[src/rtl/core/isc_pkg.sv]
// ---------------------------------------------------------------------------
// isc_pkg
// Shared widths, register indexes, reset values and status codes for the
// inverter status classifier.
// ---------------------------------------------------------------------------
package isc_pkg;

   localparam int unsigned TIME_W   = 32;
   localparam int unsigned CFG_W    = 24;
   localparam int unsigned LEVEL_W  = 10;
   localparam int unsigned STATUS_W = 2;
   localparam int unsigned CSR_IDX_W = 3;

   // beat layouts, padded to whole bytes
   localparam int unsigned REQ_W = 48;
   localparam int unsigned RSP_W = 40;
   localparam int unsigned RSP_USED_W = STATUS_W + TIME_W;

   typedef logic [TIME_W-1:0]    time_type;
   typedef logic [CFG_W-1:0]     cfg_type;
   typedef logic [LEVEL_W-1:0]   level_type;
   typedef logic [STATUS_W-1:0]  status_type;
   typedef logic [CSR_IDX_W-1:0] csr_idx_type;

   localparam status_type ST_INIT      = 2'd0;
   localparam status_type ST_ADJUSTING = 2'd1;
   localparam status_type ST_LOCKED    = 2'd2;
   localparam status_type ST_ERROR     = 2'd3;

   localparam csr_idx_type REG_LOCK_TIME   = 3'd0;
   localparam csr_idx_type REG_ADJ_LOW     = 3'd1;
   localparam csr_idx_type REG_ADJ_HIGH    = 3'd2;
   localparam csr_idx_type REG_ERR_THRESH  = 3'd3;
   localparam csr_idx_type REG_ERR_TIME    = 3'd4;

   localparam cfg_type   RST_LOCK_TIME  = 24'd5000;
   localparam cfg_type   RST_ADJ_LOW    = 24'd100;
   localparam cfg_type   RST_ADJ_HIGH   = 24'd3000;
   localparam level_type RST_ERR_THRESH = 10'd512;
   localparam cfg_type   RST_ERR_TIME   = 24'd5000;

endpackage

[src/rtl/core/inverter_status_classifier_core.sv]
// ---------------------------------------------------------------------------
// inverter_status_classifier_core
// Classifies inverter status (init, adjusting, locked, error) from sampled
// run and error lines, one status beat per sample beat.
// ---------------------------------------------------------------------------
//  channel | direction | handshake          | payload
//  req     | in        | req_tvalid/tready  | now_ms, run_level, error_level
//  rsp     | out       | rsp_tvalid/tready  | tracker_status, last_pulse_ms
//  csr     | in        | csr_valid/ready    | register index, write data
//
//  one sample per cycle sustained while rsp takes results; a result is offered
//  once its sample has passed the input register, then the result register.
//  the state update is one pass of subtract-compare logic between the two.
//  rsp stall holds the result register; req_tready drops only while both
//  registers are full and the result is not taken.
//  synchronous active-high reset clears state and loads register defaults.
// ---------------------------------------------------------------------------
module inverter_status_classifier_core (
   input  logic                      clock,
   input  logic                      reset,
   input  logic                      req_tvalid,
   output logic                      req_tready,
   // [31:0] now_ms, [32] run_level, [42:33] error_level, [47:43] zero
   input  logic [isc_pkg::REQ_W-1:0] req_tdata,
   output logic                      rsp_tvalid,
   input  logic                      rsp_tready,
   // [1:0] tracker_status, [33:2] last_pulse_ms, [39:34] zero
   output logic [isc_pkg::RSP_W-1:0] rsp_tdata,
   input  logic                      csr_valid,
   output logic                      csr_ready,
   input  logic [isc_pkg::CSR_IDX_W-1:0] csr_index,
   input  logic [isc_pkg::CFG_W-1:0] csr_data
);
   import isc_pkg::*;

   // configuration registers
   cfg_type   lock_time_ff,  lock_time_in;
   cfg_type   adj_low_ff,    adj_low_in;
   cfg_type   adj_high_ff,   adj_high_in;
   level_type err_thresh_ff, err_thresh_in;
   cfg_type   err_time_ff,   err_time_in;

   // input register
   logic      in_valid_ff, in_valid_in;
   time_type  now_ff,      now_in;
   logic      run_ff,      run_in;
   level_type level_ff,    level_in;

   // classifier state
   time_type   run_since_ff,   run_since_in;
   time_type   pulse_begin_ff, pulse_begin_in;
   time_type   pulse_len_ff,   pulse_len_in;
   time_type   err_since_ff,   err_since_in;
   status_type status_ff,      status_in;

   // result register
   logic       out_valid_ff, out_valid_in;
   status_type out_status_ff, out_status_in;
   time_type   out_pulse_ff,  out_pulse_in;

   logic     advance;
   logic     req_take;
   time_type run_age;
   time_type err_age;
   logic     err_high;

   assign advance   = in_valid_ff && (!out_valid_ff || rsp_tready);
   assign req_tready = !in_valid_ff || advance;
   assign req_take  = req_tvalid && req_tready;
   assign csr_ready = 1'b1;

   always_comb begin
      lock_time_in  = lock_time_ff;
      adj_low_in    = adj_low_ff;
      adj_high_in   = adj_high_ff;
      err_thresh_in = err_thresh_ff;
      err_time_in   = err_time_ff;
      if (csr_valid) begin
         unique case (csr_index)
            REG_LOCK_TIME:  lock_time_in  = csr_data;
            REG_ADJ_LOW:    adj_low_in    = csr_data;
            REG_ADJ_HIGH:   adj_high_in   = csr_data;
            REG_ERR_THRESH: err_thresh_in = csr_data[LEVEL_W-1:0];
            REG_ERR_TIME:   err_time_in   = csr_data;
            default: ;
         endcase
      end
   end

   always_comb begin
      in_valid_in = in_valid_ff;
      now_in      = now_ff;
      run_in      = run_ff;
      level_in    = level_ff;
      if (req_take) begin
         in_valid_in = 1'b1;
         now_in      = req_tdata[TIME_W-1:0];
         run_in      = req_tdata[TIME_W];
         level_in    = req_tdata[TIME_W+LEVEL_W:TIME_W+1];
      end else if (advance) begin
         in_valid_in = 1'b0;
      end
   end

   // wrapping ages of the run-high and error-high stretches
   assign run_age  = now_ff - run_since_ff;
   assign err_age  = now_ff - err_since_ff;
   assign err_high = level_ff > err_thresh_ff;

   always_comb begin
      run_since_in   = run_since_ff;
      pulse_begin_in = pulse_begin_ff;
      pulse_len_in   = pulse_len_ff;
      err_since_in   = err_since_ff;
      status_in      = status_ff;
      if (advance) begin
         if (run_ff) begin
            if (run_age > TIME_W'(lock_time_ff)) status_in = ST_LOCKED;
            // a zero begin stamp means no pulse is open
            if (pulse_begin_ff == '0) pulse_begin_in = now_ff;
         end else begin
            run_since_in = now_ff;
            if (pulse_begin_ff != '0) begin
               pulse_len_in   = now_ff - pulse_begin_ff;
               pulse_begin_in = '0;
            end
            if (pulse_len_in > TIME_W'(adj_low_ff) && pulse_len_in < TIME_W'(adj_high_ff))
               status_in = ST_ADJUSTING;
         end
         if (err_high) begin
            if (err_age > TIME_W'(err_time_ff)) status_in = ST_ERROR;
         end else begin
            err_since_in = now_ff;
         end
      end
   end

   always_comb begin
      out_valid_in  = out_valid_ff;
      out_status_in = out_status_ff;
      out_pulse_in  = out_pulse_ff;
      if (advance) begin
         out_valid_in  = 1'b1;
         out_status_in = status_in;
         out_pulse_in  = pulse_len_in;
      end else if (rsp_tready) begin
         out_valid_in = 1'b0;
      end
   end

   always_ff @(posedge clock) begin
      if (reset) begin
         lock_time_ff   <= RST_LOCK_TIME;
         adj_low_ff     <= RST_ADJ_LOW;
         adj_high_ff    <= RST_ADJ_HIGH;
         err_thresh_ff  <= RST_ERR_THRESH;
         err_time_ff    <= RST_ERR_TIME;
         in_valid_ff    <= 1'b0;
         out_valid_ff   <= 1'b0;
         run_since_ff   <= '0;
         pulse_begin_ff <= '0;
         pulse_len_ff   <= '0;
         err_since_ff   <= '0;
         status_ff      <= ST_INIT;
      end else begin
         lock_time_ff   <= lock_time_in;
         adj_low_ff     <= adj_low_in;
         adj_high_ff    <= adj_high_in;
         err_thresh_ff  <= err_thresh_in;
         err_time_ff    <= err_time_in;
         in_valid_ff    <= in_valid_in;
         out_valid_ff   <= out_valid_in;
         run_since_ff   <= run_since_in;
         pulse_begin_ff <= pulse_begin_in;
         pulse_len_ff   <= pulse_len_in;
         err_since_ff   <= err_since_in;
         status_ff      <= status_in;
      end
   end

   // payload registers
   always_ff @(posedge clock) begin
      now_ff        <= now_in;
      run_ff        <= run_in;
      level_ff      <= level_in;
      out_status_ff <= out_status_in;
      out_pulse_ff  <= out_pulse_in;
   end

   assign rsp_tvalid = out_valid_ff;
   assign rsp_tdata  = {(RSP_W-RSP_USED_W)'(0), out_pulse_ff, out_status_ff};

endmodule

[config.mk]
export PLATFORM = sky130hd
export DESIGN_NAME = inverter_status_classifier_core
export DESIGN_NICKNAME = d
export VERILOG_FILES = /design/src/rtl/core/isc_pkg.sv /design/src/rtl/core/inverter_status_classifier_core.sv
export SDC_FILE = /design/constraint.sdc
export NUM_CORES = 1
export LEC_CHECK = 0
export BUFFER_PORTS_ARGS = -buffer_cell sky130_fd_sc_hd__buf_2
export CAP_MARGIN = 20
export CORE_MARGIN = 2
export CORE_UTILIZATION = 55
export CTS_CLUSTER_DIAMETER = 60
export CTS_CLUSTER_SIZE = 20
export DETAILED_ROUTE_END_ITERATION = 10
export MAX_ROUTING_LAYER = met4
export PLACE_DENSITY = 0.73
export SYNTH_ARGS = -nofsm -noshare
export SYNTH_HDL_FRONTEND = slang
export SYNTH_SLANG_ARGS = --single-unit
export TNS_END_PERCENT = 50
[constraint.sdc]
create_clock -name clock -period 15.85 [get_ports clock]
set_clock_uncertainty 0.15 [all_clocks]
set_input_delay 0.7925 -clock clock [delete_from_list [all_inputs] [get_ports clock]]
set_output_delay 0.7925 -clock clock [all_outputs]
set_load 0.1 [all_outputs]
Word level (Yosys, flattened, before mapping)
Index checks and enable logic that the tools add are counted.
{"block": "op_classes", "n_reduce_logical": 21, "n_eq_ne": 5, "muxes": 18, "n_lt_le_gt_ge": 5, "add_sub_neg": 3, "bitwise": 2}
{"cell": "32-bit two-way mux", "count": 8}
{"cell": "32-bit by 24-bit greater-than comparator with 1-bit output", "count": 3}
{"cell": "32-bit subtractor", "count": 3}
{"cell": "32-bit logical NOT", "count": 1}
{"cell": "32-bit by 24-bit less-than comparator with 1-bit output", "count": 1}
{"cell": "32-bit nonzero test", "count": 1}
{"cell": "2-bit AND reduction", "count": 7}
{"cell": "2-bit two-way mux", "count": 6}
{"cell": "10-bit greater-than comparator", "count": 1}
{"cell": "3-bit by 2-bit equality test with 1-bit output, second input constant", "count": 2}
{"cell": "2-bit nonzero test", "count": 3}
{"cell": "1-bit two-way mux", "count": 4}
{"cell": "3-bit by 1-bit equality test with 1-bit output, second input constant", "count": 1}
{"cell": "3-bit equality test, second input constant", "count": 1}
{"cell": "1-bit logical AND", "count": 3}
{"cell": "3-bit logical NOT", "count": 1}
{"cell": "3-bit AND reduction", "count": 1}
{"cell": "1-bit logical NOT", "count": 2}
{"cell": "1-bit logical OR", "count": 2}
{"cell": "2-bit by 1-bit inequality test with 1-bit output, second input constant", "count": 1}
{"cell": "1-bit inverter", "count": 2}
{"block": "word_totals", "output_inout_bits": 43, "wordCells": 71, "ff_bits": 315, "in_bits": 80}

Logic depth before layout (Yosys ltp)
Gate-level depths: netlist of the first run.
{"block": "logic_depth", "ltp_word": 11, "mapped_depth": 23, "depth_no_buf": 23}

Least setup slack after synthesis of the first run
OpenSTA, ideal clock, no wires.
{"block": "synth_timing", "path_kind": "register to register", "start": "register now_ff[0]", "end": "register out_status_ff[1], data pin", "arrival_ns": 4.858, "setup_slack_ns": 10.577, "setup_time_ns": 0.265, "stages_incl_launch_ff": 24, "required_time_ns": 15.435, "synth_period_minus_slack_ns": 5.273, "n_path_buf": 0, "path_cell_list": "edfxtp_1 -> inv_1 -> ha_1 -> inv_1 -> fa_1 -> a211o_1 -> a2111oi_4 -> nor2_1 -> nor2_1 -> o21ai_0 -> a21o_1 -> a21oi_1 -> xnor2_1 -> ha_1 -> nand4_2 -> or4_4 -> nor3_2 -> a21oi_1 -> a2111oi_4 -> o221ai_2 -> a211oi_2 -> a41oi_2 -> nor4_2 -> o21ai_1"}
{"block": "synth_via", "elab_chain_cells": 11, "elab_cells_between_ends": 17}
{"element": "from (decl)", "line_no": "inverter_status_classifier_core.sv:45", "source": "time_type now_ff, now_in;"}
{"element": "from (signal assigned)", "line_no": "inverter_status_classifier_core.sv:183", "source": "now_ff <= now_in;"}
{"element": "32-bit subtractor", "line_no": "inverter_status_classifier_core.sv:124", "source": "pulse_len_in = now_ff - pulse_begin_ff;"}
{"element": "32-bit two-way mux", "line_no": "inverter_status_classifier_core.sv:123", "source": "if (pulse_begin_ff != '0) begin"}
{"element": "32-bit two-way mux", "line_no": "inverter_status_classifier_core.sv:117", "source": "if (run_ff) begin"}
{"element": "32-bit two-way mux", "line_no": "inverter_status_classifier_core.sv:116", "source": "if (advance) begin"}
{"element": "32-bit by 24-bit greater-than comparator with 1-bit output or 32-bit by 24-bit less-than comparator with 1-bit output (tied branches)", "line_no": "inverter_status_classifier_core.sv:127", "source": "if (pulse_len_in > TIME_W'(adj_low_ff) && pulse_len_in < TIME_W'(adj_high_ff))"}
{"element": "1-bit logical AND", "line_no": "inverter_status_classifier_core.sv:127"}
{"element": "2-bit two-way mux", "line_no": "inverter_status_classifier_core.sv:127"}
{"element": "2-bit two-way mux", "line_no": "inverter_status_classifier_core.sv:117"}
{"element": "2-bit two-way mux", "line_no": "inverter_status_classifier_core.sv:131", "source": "if (err_age > TIME_W'(err_time_ff)) status_in = ST_ERROR;"}
{"element": "2-bit two-way mux (*)", "line_no": "inverter_status_classifier_core.sv:130", "source": "if (err_high) begin"}
{"element": "2-bit two-way mux (*)", "line_no": "inverter_status_classifier_core.sv:116"}
{"element": "net status_in[1]", "line_no": "inverter_status_classifier_core.sv:54", "source": "status_type status_ff, status_in;"}
{"element": "to (signal assigned)", "line_no": "inverter_status_classifier_core.sv:186", "source": "out_status_ff <= out_status_in;"}
{"element": "to (decl)", "line_no": "inverter_status_classifier_core.sv:58", "source": "status_type out_status_ff, out_status_in;"}
Mark *: on every way through the listed nets, which the timed path passes. The rest lies on a longest branch. The select of a mux whose other input is x is not followed.
A chain may end at the register's enable or synchronous reset.

Worst setup path in the final report of the first run
Ends and elaborated chain as after synthesis.

==> metrics, run 1 <==
clk sink count=315; critical path, cell by cell=inv_1 -> ha_1 -> inv_1 -> fa_1 -> a211o_1 -> a2111oi_4 -> nor2_1 -> nor2_1 -> o21ai_0 -> a21o_1 -> a21oi_1 -> xnor2_1 -> ha_1 -> nand4_2 -> or4_4 -> nor3_2 -> a21oi_1 -> a2111oi_4 -> o221ai_2 -> a211oi_2 -> a41oi_2 -> nor4_2 -> o21ai_1; Least-Margin Pin Slew=1090 ps; CORE AREA=35200 sq um; Design Area, Final=21500 sq um; Clock Pin Slew Worst Setup and Hold Paths=80 ps; WP depth=23; final core utilization=0.612; IO Pins=123; I/O Buffers=110; Initial DRT Pass Iterations=6; kind of cell adding the most delay to the critical path=compound AO/OA/AOI/OAI gates; CP endpoint kind=flop; Total Routing Usage GR=0.292; # diodes=0; vias in the first global route=16300; Worst R2R Path Depth=23; Setup Fix Bufs, Post-CTS=0; Fin. Hold Viols=0; final net count=2734; Critical-path top delay cell=or4_4; final worst slack=9530 ps; cell count after synthesis=2399; status=complete, no violations; first-pass GRT wire length=83300 um; Worst Path Required=16050 ps; CTS tree=built; yosys warns=0; Hold Path Class=input pin to flop; DR iter-0 viols=1235; die area=37000 sq um; Setup Viol. Count Final=0; switching pwr=1.10 mW; die height=192 um; DP Area=20400 sq um; Initial Utilization=0.554; Mean Syn Cell Area=8.14 sq um; reg-to-reg endpoint=out_status_ff[1]$_DFFE_PP_; pre-CTS WS=9590 ps; drt drc=0; Placed Cells=2879; layout cells sized above 1=0.0948; EDFF count, synth=77; sw frac=0.395; dpl hpwl=39000 um; Synth Register Bits=315; Top FF cell, synth=dfxtp_1; combinational power share=0.383; initial antenna violation count=0; PwrDens=129 nW/um^2; P&R area growth vs syn=10.4%; final WL=52200 um; register area share after synthesis=0.362; final worst path period need=6320 ps; Max Freq=158 MHz; pin count of the biggest net entering global routing=101; gr ovfl total=0; CP arrival=6520 ps; # hold bufs at CTS=0; crit-path max cell delay=590 ps; power share of the clock group=0.292; Via density=5.79; Clk Latency, worst-skew pair=610 ps; mapped cell area=19500 sq um; global placer's final weighted congestion=0.913; Final Non-Filler Cells=2939; RSZ-0062 raised after global routing=false; Via Count=17000; crit path max fanout=4; setup TNS=0 ps; CP startpoint kind=flop; CTS Buffer Depth=3; commonest non-fill, non-tap cell in the layout=nand2_1; Critical Path Sink=out_status_ff[1]$_DFFE_PP_; ys async rst share=0; MaxCap Viol Count=0; R2R Setup Slk=9530 ps; max-slew violation count=0; chip width=192 um; crit path from=now_ff[0]$_DFFE_PP_; cell row count=69; Seq pwr share=0.325; Rel. slew slack=0.273; Final ANT Viol Nets=0; highest-count cells in the layout ignoring fill and taps=nand2_1, a21oi_1, dfxtp_1; number of CTS-inserted buffers=31; CTS HTree Levels=1; Root Driver=clkbuf_16; post-DR wirelength/cell=17.8 um; Max VDD drop=102 uV; PostCTS Resize Cnt=0; worst path buffer plus inverter count=2; RR Startpoint=now_ff[0]$_DFFE_PP_; worst setup path class=flop to flop; period utilization=0.399; Netlist cell types=88; leakage power=8.58 nW; Int Power=1.68 mW
==> registers in the layout (all words and copies together), names as in the netlist, 2 cells and up <==
register and flops:
now_ff 32, run_since_ff 32, level_ff 10, err_since_ff 32, out_status_ff 2, pulse_len_ff 32, err_thresh_ff 10, out_pulse_ff 32
adj_high_ff 24, adj_low_ff 24, err_time_ff 24, lock_time_ff 24, status_ff 2, pulse_begin_ff 32
==> synthesized netlist by cell type, types with 5 or more instances <==
cell / count / area share
xnor2_1: 41 / 0.018
and2_1: 15 / 0.0048
nand4_1: 26 / 0.0083
and3_1: 16 / 0.0051
mux2i_1: 10 / 0.0051
inv_1: 222 / 0.043
or3_1: 5 / 0.0016
and4_1: 7 / 0.0031
a31o_2: 5 / 0.0022
o21ai_0: 86 / 0.022
dfxtp_1: 238 / 0.24
clkbuf_1: 95 / 0.018
a211o_1: 17 / 0.0076
ha_1: 198 / 0.13
nor3_1: 28 / 0.0072
a21oi_1: 287 / 0.074
a211oi_1: 20 / 0.0077
buf_4: 7 / 0.0027
edfxtp_1: 77 / 0.12
o21ai_1: 7 / 0.0018
nor2b_1: 36 / 0.012
xor2_1: 31 / 0.014
o211ai_1: 11 / 0.0042
a21o_1: 60 / 0.023
mux2_2: 9 / 0.0052
a31oi_1: 15 / 0.0048
o21a_1: 25 / 0.0096
nand2_1: 410 / 0.079
nor2_1: 167 / 0.032
o21bai_1: 9 / 0.0035
nor3b_1: 5 / 0.0019
nand2b_1: 11 / 0.0035
nand3_1: 39 / 0.010
nor4_1: 12 / 0.0038
nand3b_1: 16 / 0.0062
a22oi_1: 32 / 0.012
o31ai_1: 8 / 0.0031
==> stage by stage <==
step                      hold slack (ps)  power [mW]
after floorplan                       286        1.68
after CTS                             181        2.78
after detailed placement              296        1.97
after global routing                  191        2.95
final                                 206        2.78
after global placement                292        1.93
==> worst min-delay path by stage <==
| stage | start | endpoint | slack (ps) | cells past startpoint |
|---|---|---|---|---|
| after floorplan | adj_high_ff[10]$_SDFFE_PP0P_ | adj_high_ff[10]$_SDFFE_PP0P_ | 290 | 2 |
| after global placement | adj_low_ff[14]$_SDFFE_PP0P_ | adj_low_ff[14]$_SDFFE_PP0P_ | 290 | 2 |
| after detailed placement | err_thresh_ff[4]$_SDFFE_PP0P_ | err_thresh_ff[4]$_SDFFE_PP0P_ | 300 | 2 |
| after CTS | req_tdata[0] | now_ff[0]$_DFFE_PP_ | 180 | 1 |
| after global routing | req_tdata[36] | level_ff[3]$_DFFE_PP_ | 190 | 1 |
| final | req_tdata[0] | now_ff[0]$_DFFE_PP_ | 210 | 1 |
==> cell type report <==
class	instances	area, sq um
fillers	3138	13700
multi-input cells	1758	11200
flip-flops and latches	315	7080
inverters	222	833
clock buffers	31	776
repair buffers	125	702
well taps	461	577
clock inverters	27	367
==> power by group through the flow <==
stage / Combinational (mW) / Sequential (mW) / Clock (mW)
CTS: 1.05 / 0.903 / 0.825
floorplan: 0.721 / 0.961 / 0
global placement: 1.01 / 0.920 / 0
finish: 1.07 / 0.904 / 0.813
detailed placement: 1.05 / 0.922 / 0
global route: 1.18 / 0.909 / 0.862
==> cells by family after synthesis <==
family / synth area share
fa+ha+maj: 0.130
xor+xnor: 0.0323
compound gates: 0.215
simple gates: 0.184
buf+inv: 0.0652
other cells: 0.000385
mux: 0.0103
flops: 0.362
==> worst register-to-register path: cells and delay by family (launching register included) <==
family | cells | cell delay (ps)
compound gates | 11 | 2540
fa+ha+maj | 3 | 950
buf+inv | 2 | 300
xor+xnor | 1 | 80
flops | 1 | 520
simple gates | 6 | 1510
==> routing by layer <==
| layer | vias up | routed length (um) | track usage | part of all wire |
|---|---|---|---|---|
| met5 | - | 0 | - | 0 |
| met4 | 0 | 2220 | 0.118 | 0.043 |
| met3 | 130 | 2880 | 0.0333 | 0.055 |
| met2 | 499 | 23700 | 0.467 | 0.45 |
| met1 | 7951 | 23400 | 0.378 | 0.45 |
| li1 | 8446 | - | - | - |
Note: power is estimated with default switching activity, not from simulation.
==> run 2: changes to the inputs <==
Clock period 15.85 ns to 6.2 ns, I/O delays scaled along.
==> metrics, run 2 (synthesized netlist as in run 1, its figures left out) <==
final net count=2815; GRT busiest layer=met2; Clock Pin Slew Worst Setup and Hold Paths=80 ps; worst setup path class=flop to flop; Final ANT Viol Nets=0; PwrDens=319 nW/um^2; post-DR wirelength/cell=18.4 um; CTS Buffer Depth=3; final worst slack=398 ps; layout cells sized above 1=0.0958; RSZ-0062 raised after global routing=false; fill cell count=3051; clk sink count=315; die area=37000 sq um; Initial Utilization=0.554; Least-Margin Pin Slew=1290 ps; met2 GRT Util=0.498; CTS HTree Levels=1; drt drc=0; Clk Latency, worst-skew pair=590 ps; dpl hpwl=40600 um; initial antenna violation count=0; Root Driver=clkbuf_16; cell row count=69; pre-CTS WS=268 ps; Max Freq=172 MHz; Max VDD drop=332 uV; Worst Path Required=6490 ps; IO Pins=123; Via density=5.80; pin count of the biggest net entering global routing=239; GRT met3 Usage=0.0306; die height=192 um; # diodes=0; CP arrival=6090 ps; CORE AREA=35200 sq um; Via Count=17500; DR iter-0 viols=1065; leakage power=8.90 nW; max-slew violation count=0; chip width=192 um; CP endpoint kind=flop; final worst path period need=5800 ps; number of CTS-inserted buffers=30; CP startpoint kind=flop; Rel. slew slack=0.140; Initial DRT Pass Iterations=6; highest-count cells in the layout ignoring fill and taps=nand2_1, a21oi_1, dfxtp_1; Hold Path Class=input pin to flop; Setup Viol. Count Final=0; period utilization=0.936; vias in the first global route=16300; Tot Pwr=7.12 mW; I/O Buffers=110; P&R area growth vs syn=14.2%; commonest non-fill, non-tap cell in the layout=nand2_1; MaxCap Viol Count=0; GRT met1 Usage=0.405; Fin. Hold Viols=0; final WL=55700 um; setup TNS=0 ps; gr ovfl total=0; global placer's final weighted congestion=0.952; status=complete, no violations; first-pass GRT wire length=87200 um; Total Routing Usage GR=0.308; crit path max fanout=4; CTS tree=built
-- run 2: changes by cell type in the layout (fill, tap and decap cells not counted), moves of 2 or more --
cell / before / now
clkinv_2: 2 / 0
inv_8: 2 / 5
inv_12: 6 / 4
bufinv_16: 2 / 0
clkinv_4: 0 / 2
clkinv_8: 7 / 5
dlygate4sd3_1: 0 / 70
buf_4: 13 / 24
-- run 2: routing by layer --
layer,vias to the layer above,part of all wire
met5,-,0
met4,0,0.039
met3,128,0.053
met2,527,0.46
met1,8261,0.44
li1,8599,-
-- run 2: final timing paths --
path	endpoint	cells past startpoint	start	slack (ps)
worst max-delay path	status_ff[1]$_SDFF_PP0_	23	now_ff[0]$_DFFE_PP_	400
worst min-delay path	pulse_len_ff[5]$_SDFF_PP0_	3	reset	140
worst max register to register	status_ff[1]$_SDFF_PP0_	23	now_ff[0]$_DFFE_PP_	400
worst min register to register	run_since_ff[16]$_SDFFE_PP0P_	2	run_since_ff[16]$_SDFFE_PP0P_	310
-- run 2: what timing repair did --
| item | in CTS | in global routing |
|---|---|---|
| buffers inserted | 0 | 1 |
| hold endpoints to repair | 151 | 0 |
| hold buffers | 70 | 0 |
| setup endpoints to repair | 0 | 2 |
| gates resized for setup | 0 | 2 |
-- run 2: layout make-up --
class / instances / area, sq um / area share
inverter: 222 / 833 / 0.0374
timing repair buffer: 207 / 1490 / 0.0668
tap: 461 / 577 / 0.0259
clock inverter: 23 / 279 / 0.0125
sequential: 315 / 7080 / 0.318
clock buffer: 33 / 793 / 0.0356
multi-input combinational: 1758 / 11200 / 0.504
-- run 2: where the power goes --
part | switching [mW] | internal, mW
Clock | 0.967 | 0.999
Combinational | 1.78 | 1.06
Sequential | 0.0784 | 2.23
Total | 2.83 | 4.29
-- run 2: worst max-delay path, cell delays in order (launching register included) --
cell and delay, ps:
edfxtp_1 430, inv_1 140, ha_1 210, inv_1 60, fa_1 410, a211o_1 340, a2111oi_4 360, nor2_1 70
nor2_1 160, o21ai_0 170, a21o_1 210, a21oi_1 160, xnor2_1 90, ha_1 300, nand4_2 100, or4_4 580
nor3_2 160, a21oi_1 90, a2111oi_4 380, o221ai_2 160, a211oi_2 250, a41oi_4 240, a221oi_1 340, nor3_1 70
-- run 2: per-stage QoR --
step	cell area, sq um	hold WS [ps]	util	instances
floorplan	19500	259	-	2404
global placement	20500	292	0.581	2890
detailed placement	20500	296	0.581	2890
CTS	22200	166	0.631	3016
global route	22300	198	0.633	3019
finish	22300	139	0.633	3019
==> run 3: changes to the inputs <==
Settings changed: CTS_BUF_LIST set to sky130_fd_sc_hd__clkbuf_2 sky130_fd_sc_hd__clkbuf_4 sky130_fd_sc_hd__clkbuf_8.
==> metrics, run 3 (synthesized netlist as in run 1, its figures left out) <==
reg-to-reg endpoint=status_ff[1]$_SDFF_PP0_; gr ovfl total=0; first-pass GRT wire length=86900 um; layout cells sized above 1=0.0958; CTS HTree Levels=1; final worst path period need=5800 ps; Initial DRT Pass Iterations=6; max-slew violation count=0; CORE AREA=35200 sq um; hold path start=reset; Worst Hold Endpoint=pulse_len_ff[30]$_SDFF_PP0_; highest-count cells in the layout ignoring fill and taps=nand2_1, a21oi_1, dfxtp_1; CP endpoint kind=flop; P&R area growth vs syn=12.3%; commonest non-fill, non-tap cell in the layout=nand2_1; Clk Latency, worst-skew pair=660 ps; Clock Pin Slew Worst Setup and Hold Paths=120 ps; Max Freq=173 MHz; Total Routing Usage GR=0.307; chip width=192 um; drt drc=0; RSZ-0062 raised after global routing=false; number of CTS-inserted buffers=30; clk sink count=315; dpl hpwl=40600 um; final net count=2814; Tot Pwr=6.62 mW; Via Count=17500; DR iter-0 viols=1161; pin count of the biggest net entering global routing=239; crit path max fanout=4; cell row count=69; Final ANT Viol Nets=0; R2R Setup Slk=400 ps; IO Pins=123; PwrDens=302 nW/um^2; CP startpoint kind=flop; period utilization=0.935; Design Area, Final=21900 sq um; Worst R2R Path Depth=23; global placer's final weighted congestion=0.952; vias in the first global route=16200; CTS tree=built; leakage power=8.74 nW; RR Startpoint=now_ff[0]$_DFFE_PP_; die height=192 um; Rel. slew slack=0.0393; Via density=5.81; worst setup path class=flop to flop; initial antenna violation count=1; Fin. Hold Viols=0; Initial Utilization=0.554; die area=37000 sq um; MaxCap Viol Count=0; Max VDD drop=288 uV; I/O Buffers=110; Setup Viol. Count Final=0; final WL=55600 um; setup TNS=0 ps; status=complete, no violations; CTS Buffer Depth=3; CP arrival=6160 ps; Root Driver=clkbuf_8; Fin Hold WS=33.7 ps; Worst Path Required=6570 ps; post-DR wirelength/cell=18.4 um; Least-Margin Pin Slew=1440 ps; DP Area=20500 sq um; hold depth=3; Hold Path Class=input pin to flop
-- run 3: changes by cell type in the layout (fill, tap and decap cells not counted) --
cell       before  now
clkbuf_8        1   32
clkbuf_1        1    0
clkbuf_16      31    0
diode_2         0    1
buf_6           2    1
clkbuf_4        0    1
-- run 3: worst max path at each step --
stage | startpoint | endpoint | slack, ps | cells past startpoint
after global placement | now_ff[0]$_DFFE_PP_ | out_status_ff[1]$_DFFE_PP_ | 350 | 23
after CTS | now_ff[0]$_DFFE_PP_ | out_status_ff[1]$_DFFE_PP_ | 210 | 23
after global routing | now_ff[0]$_DFFE_PP_ | status_ff[1]$_SDFF_PP0_ | 6 | 23
after detailed placement | now_ff[0]$_DFFE_PP_ | out_status_ff[1]$_DFFE_PP_ | 270 | 23
after floorplan | now_ff[0]$_DFFE_PP_ | out_status_ff[1]$_DFFE_PP_ | 930 | 23
final | now_ff[0]$_DFFE_PP_ | status_ff[1]$_SDFF_PP0_ | 400 | 23
-- run 3: power by group --
group	leakage (nW)	total (mW)	switching (mW)	internal (mW)
combinational	5.70	2.84	1.77	1.06
clock	0.360	1.48	0.909	0.571
sequential	2.68	2.31	0.0783	2.23
total	8.74	6.62	2.76	3.86
-- run 3: timing repair --
| item | 4_1_cts | 5_1_grt |
|---|---|---|
| hold endpoints to repair | 151 | 0 |
| hold buffers | 70 | 0 |
| gates resized for setup | 0 | 2 |
| buffers inserted | 0 | 1 |
| endpoints found under the setup margin | 0 | 2 |
-- run 3: cell type report --
| type | count | area [sq um] |
|---|---|---|
| Sequential cell | 315 | 7080 |
| Tap cell | 461 | 577 |
| Multi-Input combinational cell | 1758 | 11200 |
| Timing Repair Buffer | 206 | 1480 |
| Clock inverter | 23 | 279 |
| Fill cell | 3112 | 13300 |
| Inverter | 222 | 833 |
| Antenna cell | 1 | 2.50 |
| Clock buffer | 33 | 448 |
-- run 3: through the flow --
stage | util | instances | worst slack (ps)
final | 0.623 | 3019 | 403
after global routing | 0.623 | 3019 | 6.16
after CTS | 0.621 | 3016 | 215
after detailed placement | 0.581 | 2890 | 268
after global placement | 0.581 | 2890 | 352
after floorplan | - | 2404 | 927
-- run 3: metal layers --
layer  track usage  up-vias  part of all wire
met2         0.503      569              0.47
met1         0.402     8274              0.44
met5             -        -                 0
met4        0.0925        0             0.032
li1              -     8586                 -
met3        0.0306      113             0.056
-- run 3: critical path: stages, from the launching register on --
cell	delay [ps]
edfxtp_1	440
inv_1	140
ha_1	210
inv_1	60
fa_1	410
a211o_1	330
a2111oi_4	360
nor2_1	70
nor2_1	160
o21ai_0	170
a21o_1	210
a21oi_1	160
xnor2_1	90
ha_1	300
nand4_2	100
or4_4	580
nor3_2	160
a21oi_1	90
a2111oi_4	370
o221ai_2	160
a211oi_2	250
a41oi_4	250
a221oi_1	340
nor3_1	70
